**config.mk**
```make
export PLATFORM = sky130hd
export DESIGN_NAME = josephus_elimination_with_codes
export DESIGN_NICKNAME = d
export VERILOG_FILES = /design/src/sv/jec_pkg.sv /design/src/sv/jec_ram.sv /design/src/sv/jec_ctrl.sv /design/src/sv/josephus_elimination_with_codes.sv
export SDC_FILE = /design/constraint.sdc
export NUM_CORES = 1
export LEC_CHECK = 0
export BUFFER_PORTS_ARGS = -buffer_cell sky130_fd_sc_hd__buf_2
export CORE_AREA = 2 2 250 252
export CTS_CLUSTER_DIAMETER = 100
export DETAILED_ROUTE_END_ITERATION = 12
export DIE_AREA = 0 0 252 254
export PLACE_DENSITY = 0.8
export SETUP_SLACK_MARGIN = 0.02
export SLEW_MARGIN = 20
export SYNTH_ARGS = -nofsm -noshare
export SYNTH_HDL_FRONTEND = slang
export SYNTH_SLANG_ARGS = --single-unit
```
**constraint.sdc**
```tcl
create_clock -name clk -period 10.2 [get_ports clk]
set_input_delay 1.02 -clock clk [delete_from_list [all_inputs] [get_ports clk]]
set_output_delay 1.02 -clock clk [all_outputs]
set_load 0.05 [all_outputs]
```
**src/sv/jec_pkg.sv**
```systemverilog
`timescale 1ns / 1ps
// ----------------------------------------------------------------------------
// Josephus elimination package
// Default sizes, fixed port widths and the controller state type.
// ----------------------------------------------------------------------------
package jec_pkg;

	localparam int MAX_PEOPLE_DEF = 64;
	localparam int CODE_BITS_DEF  = 8;

	// Widths fixed by the port definition.
	localparam int IN_CODE_BITS = 8;
	localparam int INIT_BITS    = 8;
	localparam int PNUM_BITS    = 7;

	localparam logic [INIT_BITS-1:0] INIT_COUNT_RESET = 8'd1;

	typedef logic [PNUM_BITS-1:0] pnum_t;

	typedef enum logic [1:0] {
		ST_LOAD,
		ST_CHECK,
		ST_WALK,
		ST_HIT
	} state_t;

endpackage

```
**src/sv/jec_ram.sv**
```systemverilog
`timescale 1ns / 1ps
// ----------------------------------------------------------------------------
// Josephus elimination table memory
// Single write port, single registered read port. The read data holds its
// value in cycles with no read.
// ----------------------------------------------------------------------------
module jec_ram #(
	parameter int WIDTH = 8,
	parameter int DEPTH = 64
) (
	input  logic                     clk,
	input  logic                     we,
	input  logic [$clog2(DEPTH)-1:0] waddr,
	input  logic [WIDTH-1:0]         wdata,
	input  logic                     re,
	input  logic [$clog2(DEPTH)-1:0] raddr,
	output logic [WIDTH-1:0]         rdata
);

	logic [WIDTH-1:0] mem [DEPTH];

	always_ff @(posedge clk) begin
		if (we) begin
			mem[waddr] <= wdata;
		end
	end

	always_ff @(posedge clk) begin
		if (re) begin
			rdata <= mem[raddr];
		end
	end

endmodule

```
**src/sv/jec_ctrl.sv**
```systemverilog
`timescale 1ns / 1ps
// ----------------------------------------------------------------------------
// Josephus elimination controller
// Loads codes and links, then walks the link table, one ST_CHECK/ST_WALK pass per step,
// unlinks each person reached and presents it in the output register.
// ----------------------------------------------------------------------------
module jec_ctrl #(
	parameter int MAX_PEOPLE = jec_pkg::MAX_PEOPLE_DEF,
	parameter int CODE_BITS  = jec_pkg::CODE_BITS_DEF,
	parameter int IDX_BITS   = $clog2(MAX_PEOPLE)
) (
	input  logic                             clk,
	input  logic                             arst_n,
	input  logic                             cfg_we,
	input  logic [jec_pkg::INIT_BITS-1:0]    cfg_wdata,
	input  logic                             in_valid,
	output logic                             in_stall,
	input  logic [jec_pkg::IN_CODE_BITS-1:0] person_code,
	input  logic                             last_person,
	output logic                             out_valid,
	input  logic                             out_stall,
	output jec_pkg::pnum_t                   person_number,
	output logic                             final_out,
	// link table
	output logic                             link_we,
	output logic [IDX_BITS-1:0]              link_waddr,
	output logic [IDX_BITS-1:0]              link_wdata,
	output logic                             link_re,
	output logic [IDX_BITS-1:0]              link_raddr,
	input  logic [IDX_BITS-1:0]              link_rdata,
	// code table
	output logic                             code_we,
	output logic [IDX_BITS-1:0]              code_waddr,
	output logic [CODE_BITS-1:0]             code_wdata,
	output logic                             code_re,
	output logic [IDX_BITS-1:0]              code_raddr,
	input  logic [CODE_BITS-1:0]             code_rdata
);

	localparam int CNT_W    = $clog2(MAX_PEOPLE + 1);
	localparam int CNT_BITS = (CODE_BITS > jec_pkg::INIT_BITS) ? CODE_BITS : jec_pkg::INIT_BITS;

	jec_pkg::state_t state_q, state_d;

	logic [jec_pkg::INIT_BITS-1:0] init_q;
	logic [CNT_W-1:0]              loaded_q;
	logic [CNT_W-1:0]              alive_q;
	logic [IDX_BITS-1:0]           cur_q;
	logic [IDX_BITS-1:0]           prev_q;
	logic [CNT_BITS-1:0]           target_q;
	logic [CNT_BITS-1:0]           step_q;
	logic                          out_valid_q;
	jec_pkg::pnum_t                pnum_q;
	logic                          final_q;

	logic in_acc;
	logic full;
	logic load_en;
	logic out_free;
	logic more_steps;
	logic last_idx;

	assign in_acc     = in_valid && !in_stall;
	assign full       = (loaded_q == CNT_W'(MAX_PEOPLE));
	assign load_en    = in_acc && !full;
	assign out_free   = !out_valid_q || !out_stall;
	assign more_steps = (step_q < target_q);
	assign last_idx   = (loaded_q == CNT_W'(MAX_PEOPLE - 1));

	always_comb begin
		state_d = state_q;
		case (state_q)
			jec_pkg::ST_LOAD: begin
				if (in_acc && last_person) begin
					state_d = jec_pkg::ST_CHECK;
				end
			end
			jec_pkg::ST_CHECK: begin
				state_d = more_steps ? jec_pkg::ST_WALK : jec_pkg::ST_HIT;
			end
			jec_pkg::ST_WALK: begin
				state_d = jec_pkg::ST_CHECK;
			end
			jec_pkg::ST_HIT: begin
				if (out_free) begin
					state_d = (alive_q == CNT_W'(1)) ? jec_pkg::ST_LOAD : jec_pkg::ST_CHECK;
				end
			end
			default: begin
				state_d = jec_pkg::ST_LOAD;
			end
		endcase
	end

	always_comb begin
		in_stall   = 1'b1;
		link_we    = 1'b0;
		link_waddr = loaded_q[IDX_BITS-1:0];
		link_wdata = '0;
		link_re    = 1'b0;
		link_raddr = cur_q;
		code_we    = 1'b0;
		code_waddr = loaded_q[IDX_BITS-1:0];
		code_wdata = CODE_BITS'(person_code);
		code_re    = 1'b0;
		code_raddr = cur_q;
		case (state_q)
			jec_pkg::ST_LOAD: begin
				in_stall = 1'b0;
				// Each loaded person links forward; the final one closes the circle.
				link_we    = load_en;
				code_we    = load_en;
				link_wdata = (last_idx || last_person) ? '0
					: loaded_q[IDX_BITS-1:0] + IDX_BITS'(1);
			end
			jec_pkg::ST_CHECK: begin
				link_re = 1'b1;
				code_re = !more_steps;
			end
			jec_pkg::ST_WALK: begin
			end
			jec_pkg::ST_HIT: begin
				// Unlink the person reached: its predecessor skips over it.
				link_we    = out_free;
				link_waddr = prev_q;
				link_wdata = link_rdata;
			end
			default: begin
			end
		endcase
	end

	always_ff @(posedge clk or negedge arst_n) begin
		if (!arst_n) begin
			state_q  <= jec_pkg::ST_LOAD;
			init_q   <= jec_pkg::INIT_COUNT_RESET;
			loaded_q <= '0;
			alive_q  <= '0;
			cur_q    <= '0;
			prev_q   <= '0;
			target_q <= '0;
			step_q   <= '0;
		end else begin
			state_q <= state_d;
			if (cfg_we) begin
				init_q <= cfg_wdata;
			end
			case (state_q)
				jec_pkg::ST_LOAD: begin
					if (load_en) begin
						loaded_q <= loaded_q + CNT_W'(1);
					end
					if (in_acc && last_person) begin
						cur_q    <= '0;
						prev_q   <= full ? IDX_BITS'(MAX_PEOPLE - 1) : loaded_q[IDX_BITS-1:0];
						alive_q  <= full ? loaded_q : loaded_q + CNT_W'(1);
						target_q <= (init_q == '0) ? CNT_BITS'(1) : CNT_BITS'(init_q);
						step_q   <= CNT_BITS'(1);
						loaded_q <= '0;
					end
				end
				jec_pkg::ST_WALK: begin
					prev_q <= cur_q;
					cur_q  <= link_rdata;
					step_q <= step_q + CNT_BITS'(1);
				end
				jec_pkg::ST_HIT: begin
					if (out_free) begin
						cur_q    <= link_rdata;
						alive_q  <= alive_q - CNT_W'(1);
						target_q <= (code_rdata == '0) ? CNT_BITS'(1) : CNT_BITS'(code_rdata);
						step_q   <= CNT_BITS'(1);
					end
				end
				default: begin
				end
			endcase
		end
	end

	always_ff @(posedge clk or negedge arst_n) begin
		if (!arst_n) begin
			out_valid_q <= 1'b0;
		end else if (state_q == jec_pkg::ST_HIT && out_free) begin
			out_valid_q <= 1'b1;
		end else if (!out_stall) begin
			out_valid_q <= 1'b0;
		end
	end

	always_ff @(posedge clk) begin
		if (state_q == jec_pkg::ST_HIT && out_free) begin
			pnum_q  <= jec_pkg::pnum_t'(cur_q) + jec_pkg::pnum_t'(1);
			final_q <= (alive_q == CNT_W'(1));
		end
	end

	assign out_valid     = out_valid_q;
	assign person_number = pnum_q;
	assign final_out     = final_q;

endmodule

```
**src/sv/josephus_elimination_with_codes.sv**
```systemverilog
`timescale 1ns / 1ps
// Loading transactions are taken while in_stall is low. After the transaction marked last,
// each elimination steps over count people around the circle, where count is the count in force
// (initial_count for the first, then the code of the person just eliminated).
// Each step reads the link memory once; loading stays closed until the final result.
// Reset clears the controller and sets initial_count to 1; the tables need no clearing.
// ----------------------------------------------------------------------------
// Josephus elimination with codes
// Top level: controller plus the link and code table memories.
// ----------------------------------------------------------------------------
module josephus_elimination_with_codes #(
	parameter int MAX_PEOPLE = jec_pkg::MAX_PEOPLE_DEF,
	parameter int CODE_BITS  = jec_pkg::CODE_BITS_DEF
) (
	input  logic                             clk,
	input  logic                             arst_n,
	input  logic                             cfg_we,
	input  logic [jec_pkg::INIT_BITS-1:0]    cfg_wdata,
	input  logic                             in_valid,
	output logic                             in_stall,
	input  logic [jec_pkg::IN_CODE_BITS-1:0] person_code,
	input  logic                             last_person,
	output logic                             out_valid,
	input  logic                             out_stall,
	output jec_pkg::pnum_t                   person_number,
	output logic                             final_out
);

	localparam int IDX_BITS = $clog2(MAX_PEOPLE);

	logic                 link_we;
	logic [IDX_BITS-1:0]  link_waddr;
	logic [IDX_BITS-1:0]  link_wdata;
	logic                 link_re;
	logic [IDX_BITS-1:0]  link_raddr;
	logic [IDX_BITS-1:0]  link_rdata;
	logic                 code_we;
	logic [IDX_BITS-1:0]  code_waddr;
	logic [CODE_BITS-1:0] code_wdata;
	logic                 code_re;
	logic [IDX_BITS-1:0]  code_raddr;
	logic [CODE_BITS-1:0] code_rdata;

	jec_ctrl #(
		.MAX_PEOPLE (MAX_PEOPLE),
		.CODE_BITS  (CODE_BITS),
		.IDX_BITS   (IDX_BITS)
	) u_ctrl (
		.clk           (clk),
		.arst_n        (arst_n),
		.cfg_we        (cfg_we),
		.cfg_wdata     (cfg_wdata),
		.in_valid      (in_valid),
		.in_stall      (in_stall),
		.person_code   (person_code),
		.last_person   (last_person),
		.out_valid     (out_valid),
		.out_stall     (out_stall),
		.person_number (person_number),
		.final_out     (final_out),
		.link_we       (link_we),
		.link_waddr    (link_waddr),
		.link_wdata    (link_wdata),
		.link_re       (link_re),
		.link_raddr    (link_raddr),
		.link_rdata    (link_rdata),
		.code_we       (code_we),
		.code_waddr    (code_waddr),
		.code_wdata    (code_wdata),
		.code_re       (code_re),
		.code_raddr    (code_raddr),
		.code_rdata    (code_rdata)
	);

	jec_ram #(
		.WIDTH (IDX_BITS),
		.DEPTH (MAX_PEOPLE)
	) u_link_ram (
		.clk   (clk),
		.we    (link_we),
		.waddr (link_waddr),
		.wdata (link_wdata),
		.re    (link_re),
		.raddr (link_raddr),
		.rdata (link_rdata)
	);

	jec_ram #(
		.WIDTH (CODE_BITS),
		.DEPTH (MAX_PEOPLE)
	) u_code_ram (
		.clk   (clk),
		.we    (code_we),
		.waddr (code_waddr),
		.wdata (code_wdata),
		.re    (code_re),
		.raddr (code_raddr),
		.rdata (code_rdata)
	);

endmodule

```
# Word level (Yosys, flattened, before mapping)

Memory sizes are Yosys's and may differ from the RTL's. A register that Yosys moved wholly into a read port is not among the register bits.
Cells that the tools add are included.

Reductions and logical operators: 22
Equality and inequality tests: 9
Multiplexer cells: 39
Magnitude comparators: 1
Multiply operators: 0
Shifts and indexed selects: 0
$add $sub $neg: 5
Div/mod/pow operators: 0
Bitwise operators: 0

Operators by type and width:

| operator              | count |
|---|---|
| $mux W8               | 6 |
| $mux W6               | 6 |
| $mux W7               | 5 |
| $pmux W6 S2           | 2 |
| $pmux W8 S3           | 1 |
| $pmux W6 S3           | 1 |
| $logic_not A8 Y1      | 2 |
| $pmux W8 S2           | 1 |
| $pmux W7 S2           | 1 |
| $mux W1               | 12 |
| $add A8 B1 Y8 const B | 1 |
| $lt A8 B8 Y1          | 1 |
| $pmux W2 S4           | 1 |
| $add A6 B1 Y7 const B | 1 |
| $add A7 B1 Y7 const B | 1 |
| $eq A7 B1 Y1 const B  | 1 |
| $eq A7 B6 Y1 const B  | 1 |
| $eq A7 B7 Y1 const B  | 1 |
| $sub A7 B1 Y7 const B | 1 |
| $add A6 B1 Y6 const B | 1 |
| $reduce_and A2 Y1     | 3 |
| $reduce_and A3 Y1     | 2 |
| $reduce_bool A2 Y1    | 3 |
| $eq A2 B2 Y1 const B  | 2 |
| 10 further kinds      | 19 |

Input bits: 22
Bits in latches: 0
Logic and storage cells: 89
Bits in registers: 61
Memories: 2
Memory bits (read-only): 0
Memory bits (writable): 896

Memory list:

| memory         | depth | bits a word | read ports | clocked after Yosys merged registers in | wr ports | RTL line      | text |
|---|---|---|---|---|---|---|---|
| u_code_ram.mem | 64    | 8           | 1          | 1                                       | 1        | jec_ram.sv:20 | `logic [WIDTH-1:0] mem [DEPTH];` |
| u_link_ram.mem | 64    | 6           | 1          | 1                                       | 1        | jec_ram.sv:20 |  |

# Longest topological paths before layout

Depth after elaboration: 6
Depth in mapped cells: 10
Depth with buffers taken out: 9

# Cells and area by module

From an unflattened synthesis, not the netlist that was laid out.

Cell total of the unflattened synthesis: 2051
Area total of the unflattened synthesis: 39268.9 um^2

Modules (own cells, without submodules):

| module               | area an instance (um^2) | cells an instance | instances |
|---|---|---|---|
| jec_ram (u_code_ram) | 20246.9                 | 940               | 1 |
| jec_ram (u_link_ram) | 15285.9                 | 720               | 1 |
| jec_ctrl             | 3736.1                  | 391               | 1 |

# Least setup slack after synthesis

Ideal clock, no wire load.

Path type: register to register
Start: register u_ctrl.state_q[0]
End: memory u_link_ram.mem[0][5] in the netlist's numbering (data pin)
Path buffers: 3
Stages on the path, launching flop included: 7
Arrival: 3.178 ns
Setup slack: 6.522 ns
Period minus slack after synthesis: 3.678 ns
Required time: 9.700 ns
Path through: dfrtp_1 ha_1 buf_2 buf_1 buf_1 a22oi_1 nor2_1

Word-level cells in the longest chain between the ends: 2
Elaborated cells on any way between the ends: 3
Those cells by class: eq/ne: 1; mux: 1; reduce/logical: 1

Ends and longest elaborated chain:

| element                                          | RTL line                              | text |
|---|---|---|
| start: declaration                               | jec_ctrl.sv:43                        | `jec_pkg::state_t state_q, state_d;` |
| start signal: assignment                         | jec_ctrl.sv:135                       | `state_q <= jec_pkg::ST_LOAD;` |
| start signal: assignment                         | jec_ctrl.sv:144                       | `state_q <= state_d;` |
| $eq A2 B2 Y1 or $logic_not A2 Y1 (tied branches) | jec_ctrl.sv:107                       | `case (state_q)` |
| $pmux W6 S2 *                                    | jec_ctrl.sv:107                       |  |
| named net link_wdata[5]                          | josephus_elimination_with_codes.sv:33 | `logic [IDX_BITS-1:0] link_wdata;` |
| end: declaration                                 | jec_ram.sv:20                         |  |

Mark *: on every way through the listed nets, which the timed path passes. The rest lies on a longest branch.

==> results_dict.tcl <==
set metrics [dict create \
    antenna_found_initial 2 \
    reg2reg_from "u_ctrl.code_raddr[2]$_DFFE_PN0P_" \
    grt_overflow 0 \
    power_switching_mw 3.02 \
    crit_type "reg -> reg" \
    cts-root-buf "clkbuf_16" \
    wl_per_cell_um 30.4 \
    initial_core_util_pct 63.4 \
    hpwl_um 53200 \
    place_ws_ns 6.12 \
    post-cts-setup-buffers 0 \
    fin_nets 2182 \
    max_freq_mhz 237 \
    crit_path_start_kind "flip-flop" \
    dr.pass1.iters 6 \
    vias_per_cell 6.97 \
    cell_internal_pwr_mw 7.35 \
    drtIter0Drc 2986 \
    die_w_um 252 \
    synth-xor-area-share_pct 0.203 \
    io_buffers 31 \
    grt_max_degree 164 \
    core-area_um2 61300 \
    multi_input_area_um2 9300 \
    slew_viol_final 0 \
    synth_edf_count 918 \
    cp.arrival_ns 4.75 \
    syn_inst 2099 \
    cts_sinks 971 \
    synth-seq-cells 971 \
    clk_pin_slew_ns 0.07 \
    hold_class "in -> async" \
    period_share_pct 41.4 \
    setup_viol 0 \
    drive_above_1_share_pct 18.3 \
    drc 0 \
    required_ns 10.73 \
    async_flop_share_pct 5.46 \
    synth_mux_area_share_pct 13.8 \
    r2r_end "u_link_ram.rdata[2]$_DFFE_PN_" \
    nFillCells 3550 \
    globalplace.congestion 0.912 \
    pwr-share-seq_pct 46.4 \
    crit_path_end_kind "flip-flop" \
    synthAdderAreaFrac_pct 0.612 \
    clk_path_buf_depth 3 \
    netlist_area_um2 38800 \
    period_needed_ns 4.23 \
    ys_seq_area_share_pct 74.4 \
    yosys.area_share.simple_pct 4.70 \
    yosysWarningCount 0 \
    synth_area_leader_cell "edfxtp_1" \
    ant_nets 0 \
    worst_pin_slew_ns 1.22 \
    tns_ns 0 \
    finalWirelength_um 91400 \
    synth.distinct_cells 63 \
    peakVddDrop_mv 0.211 \
    swShare_pct 29.1 \
    ios 32 \
    finClkSkew_ns 0.0247 \
    worst-r2r-cell-count 7 \
    clock_latency_ns 0.65 \
    synth_top_area_share_pct 71.0 \
    areaGrowthSynthToFinish_pct 9.82 \
    synth_area_per_cell_um2 18.5 \
    track_usage_pct 29.2 \
    r2r_slack_ns 5.97 \
    rows 91 \
    ys.flop_type "edfxtp_1" \
    grt_pass1_wl_um 136000 \
    yosysMostFrequentCell "edfxtp_1" \
    vias 21000 \
    design.die.area_um2 64000 \
    postCtsHoldBufs 0 \
    hold_violations 0 \
    synth_compound_gate_area_share_pct 4.46 \
    synth_area_leaders "edfxtp_1 (71%), mux4_2 (9.5%), dfrtp_1 (3.3%)" \
    cts_buffers 90 \
    setup_slack_ns 5.97 \
    slew-limit-headroom_pct 18.0 \
    p_clk_share_pct 32.9 \
    path_max_fanout 55 \
    htreeDepth 3 \
    grt_pass1_vias 21000 \
    cts.repair.resized 0 \
    synth_nets 2140 \
    cts_tree "done" \
    die_h_um 254 \
    ys_top_cells_by_count "edfxtp_1 (918), nor2_1 (184), mux4_2 (164)" \
    power.leakage_nw 13.5 \
    p_comb_share_pct 20.7 \
    regArea_um2 28900 \
    rsz0062_at_grt "false" \
    cap_viol_max_count 0 \
    synth_top_family_by_area "multiplexers" \
    status "complete, no violations" \
    power_density_nw_per_um2 243 \
]
-- per-layer routing --
metal	GRT usage, %	share of wire, %	vias to the layer above
li1	-	-	8560
met1	41.2	38	10600
met2	46.1	48	1573
met3	5.71	11	230
met4	10.8	3.5	0
met5	0	0	-
-- stage by stage --
| stage | hold slack (ns) | utilization, % | instances | total power [mW] | instance area [µm²] |
|---|---|---|---|---|---|
| final | 0.509 | 69.6 | 3006 | 10.4 | 42700 |
| after global routing | 0.547 | 69.6 | 3005 | 10.6 | 42700 |
| after CTS | 0.519 | 69.6 | 3005 | 10.3 | 42600 |
| after detailed placement | 0.497 | 64.7 | 2839 | 6.96 | 39700 |
| after global placement | 0.481 | 64.7 | 2839 | 6.92 | 39700 |
| after floorplan | 0.455 | - | 2099 | 6.27 | 38800 |
-- logic make-up after synthesis --
kind of cell,count (synthesis)
flops,971
simple gates,423
mux,299
compound gates,247
buf+inv,131
fa+ha+maj,19
xor+xnor,9
-- power by group through the flow --
stage	Sequential [mW]	Combinational, mW	Clock, mW
6_report	4.81	2.14	3.41
5_1_grt	4.83	2.26	3.56
4_1_cts	4.81	2.10	3.42
3_5_place_dp	4.89	2.07	0
3_3_place_gp	4.88	2.04	0
2_1_floorplan	4.82	1.45	0
-- how the worst max path moves through the flow --
stage / from / to / slack, ns
2_1_floorplan: u_ctrl.state_q[0]$_DFFE_PN0P_ / u_link_ram.mem[0][5]$_DFFE_PP_ / 6.52
3_3_place_gp: u_ctrl.code_raddr[2]$_DFFE_PN0P_ / u_link_ram.rdata[3]$_DFFE_PN_ / 6.23
3_5_place_dp: u_ctrl.state_q[0]$_DFFE_PN0P_ / u_link_ram.mem[28][1]$_DFFE_PP_ / 6.12
4_1_cts: u_ctrl.code_raddr[2]$_DFFE_PN0P_ / u_link_ram.rdata[4]$_DFFE_PN_ / 6.09
5_1_grt: u_ctrl.state_q[0]$_DFFE_PN0P_ / u_link_ram.mem[44][0]$_DFFE_PP_ / 5.73
6_report: u_ctrl.code_raddr[2]$_DFFE_PN0P_ / u_link_ram.rdata[2]$_DFFE_PN_ / 5.97
-- placed cells by master (no fill, tap or decap), types with 7 or more instances in the layout --
cell	instances
nor2_1	176
and3_1	7
dfrtp_1	49
clkbuf_1	17
clkinv_2	12
o22ai_1	14
mux4_2	164
clkinvlp_4	9
mux2_2	28
buf_2	27
a211oi_1	25
mux4_1	18
nand3_1	44
nand2_1	119
a22o_1	7
clkbuf_16	92
a21oi_1	52
and2_1	9
bufinv_16	11
nor3_1	26
a22oi_1	72
inv_1	20
nor2b_1	8
ha_1	19
mux2i_1	89
edfxtp_1	918
clkinv_1	19
o21ai_0	31
buf_4	27
-- worst max-delay path: stages (launching register included) --
cell and delay [ns]:
dfrtp_4 0.84, buf_4 0.80, and2_1 0.88, nand2_1 0.44, o22ai_1 0.27, a2111oi_0 0.11
nor3_1 0.55, or3_1 0.19
-- final cells by class --
cell class                 instances  share of cell area, %
clock inverter                    55                   1.40
clock buffer                     111                   5.61
timing repair buffer              56                  0.886
sequential                       971                   67.8
antenna                            1                0.00587
tap                              790                   2.32
multi-input combinational        997                   21.8
inverter                          25                  0.226
-- state kept, by name, summed over array words and instances (netlist names), 7 cells and up --
name	flops
u_ctrl.alive_q	7
u_ctrl.step_q	8
u_ctrl.loaded_q	7
u_code_ram.rdata	8
u_ctrl.person_number	7
u_link_ram.mem	384
u_code_ram.mem	512
u_ctrl.target_q	8
u_ctrl.init_q	8
No activity file was read; power rests on OpenSTA's default activity.
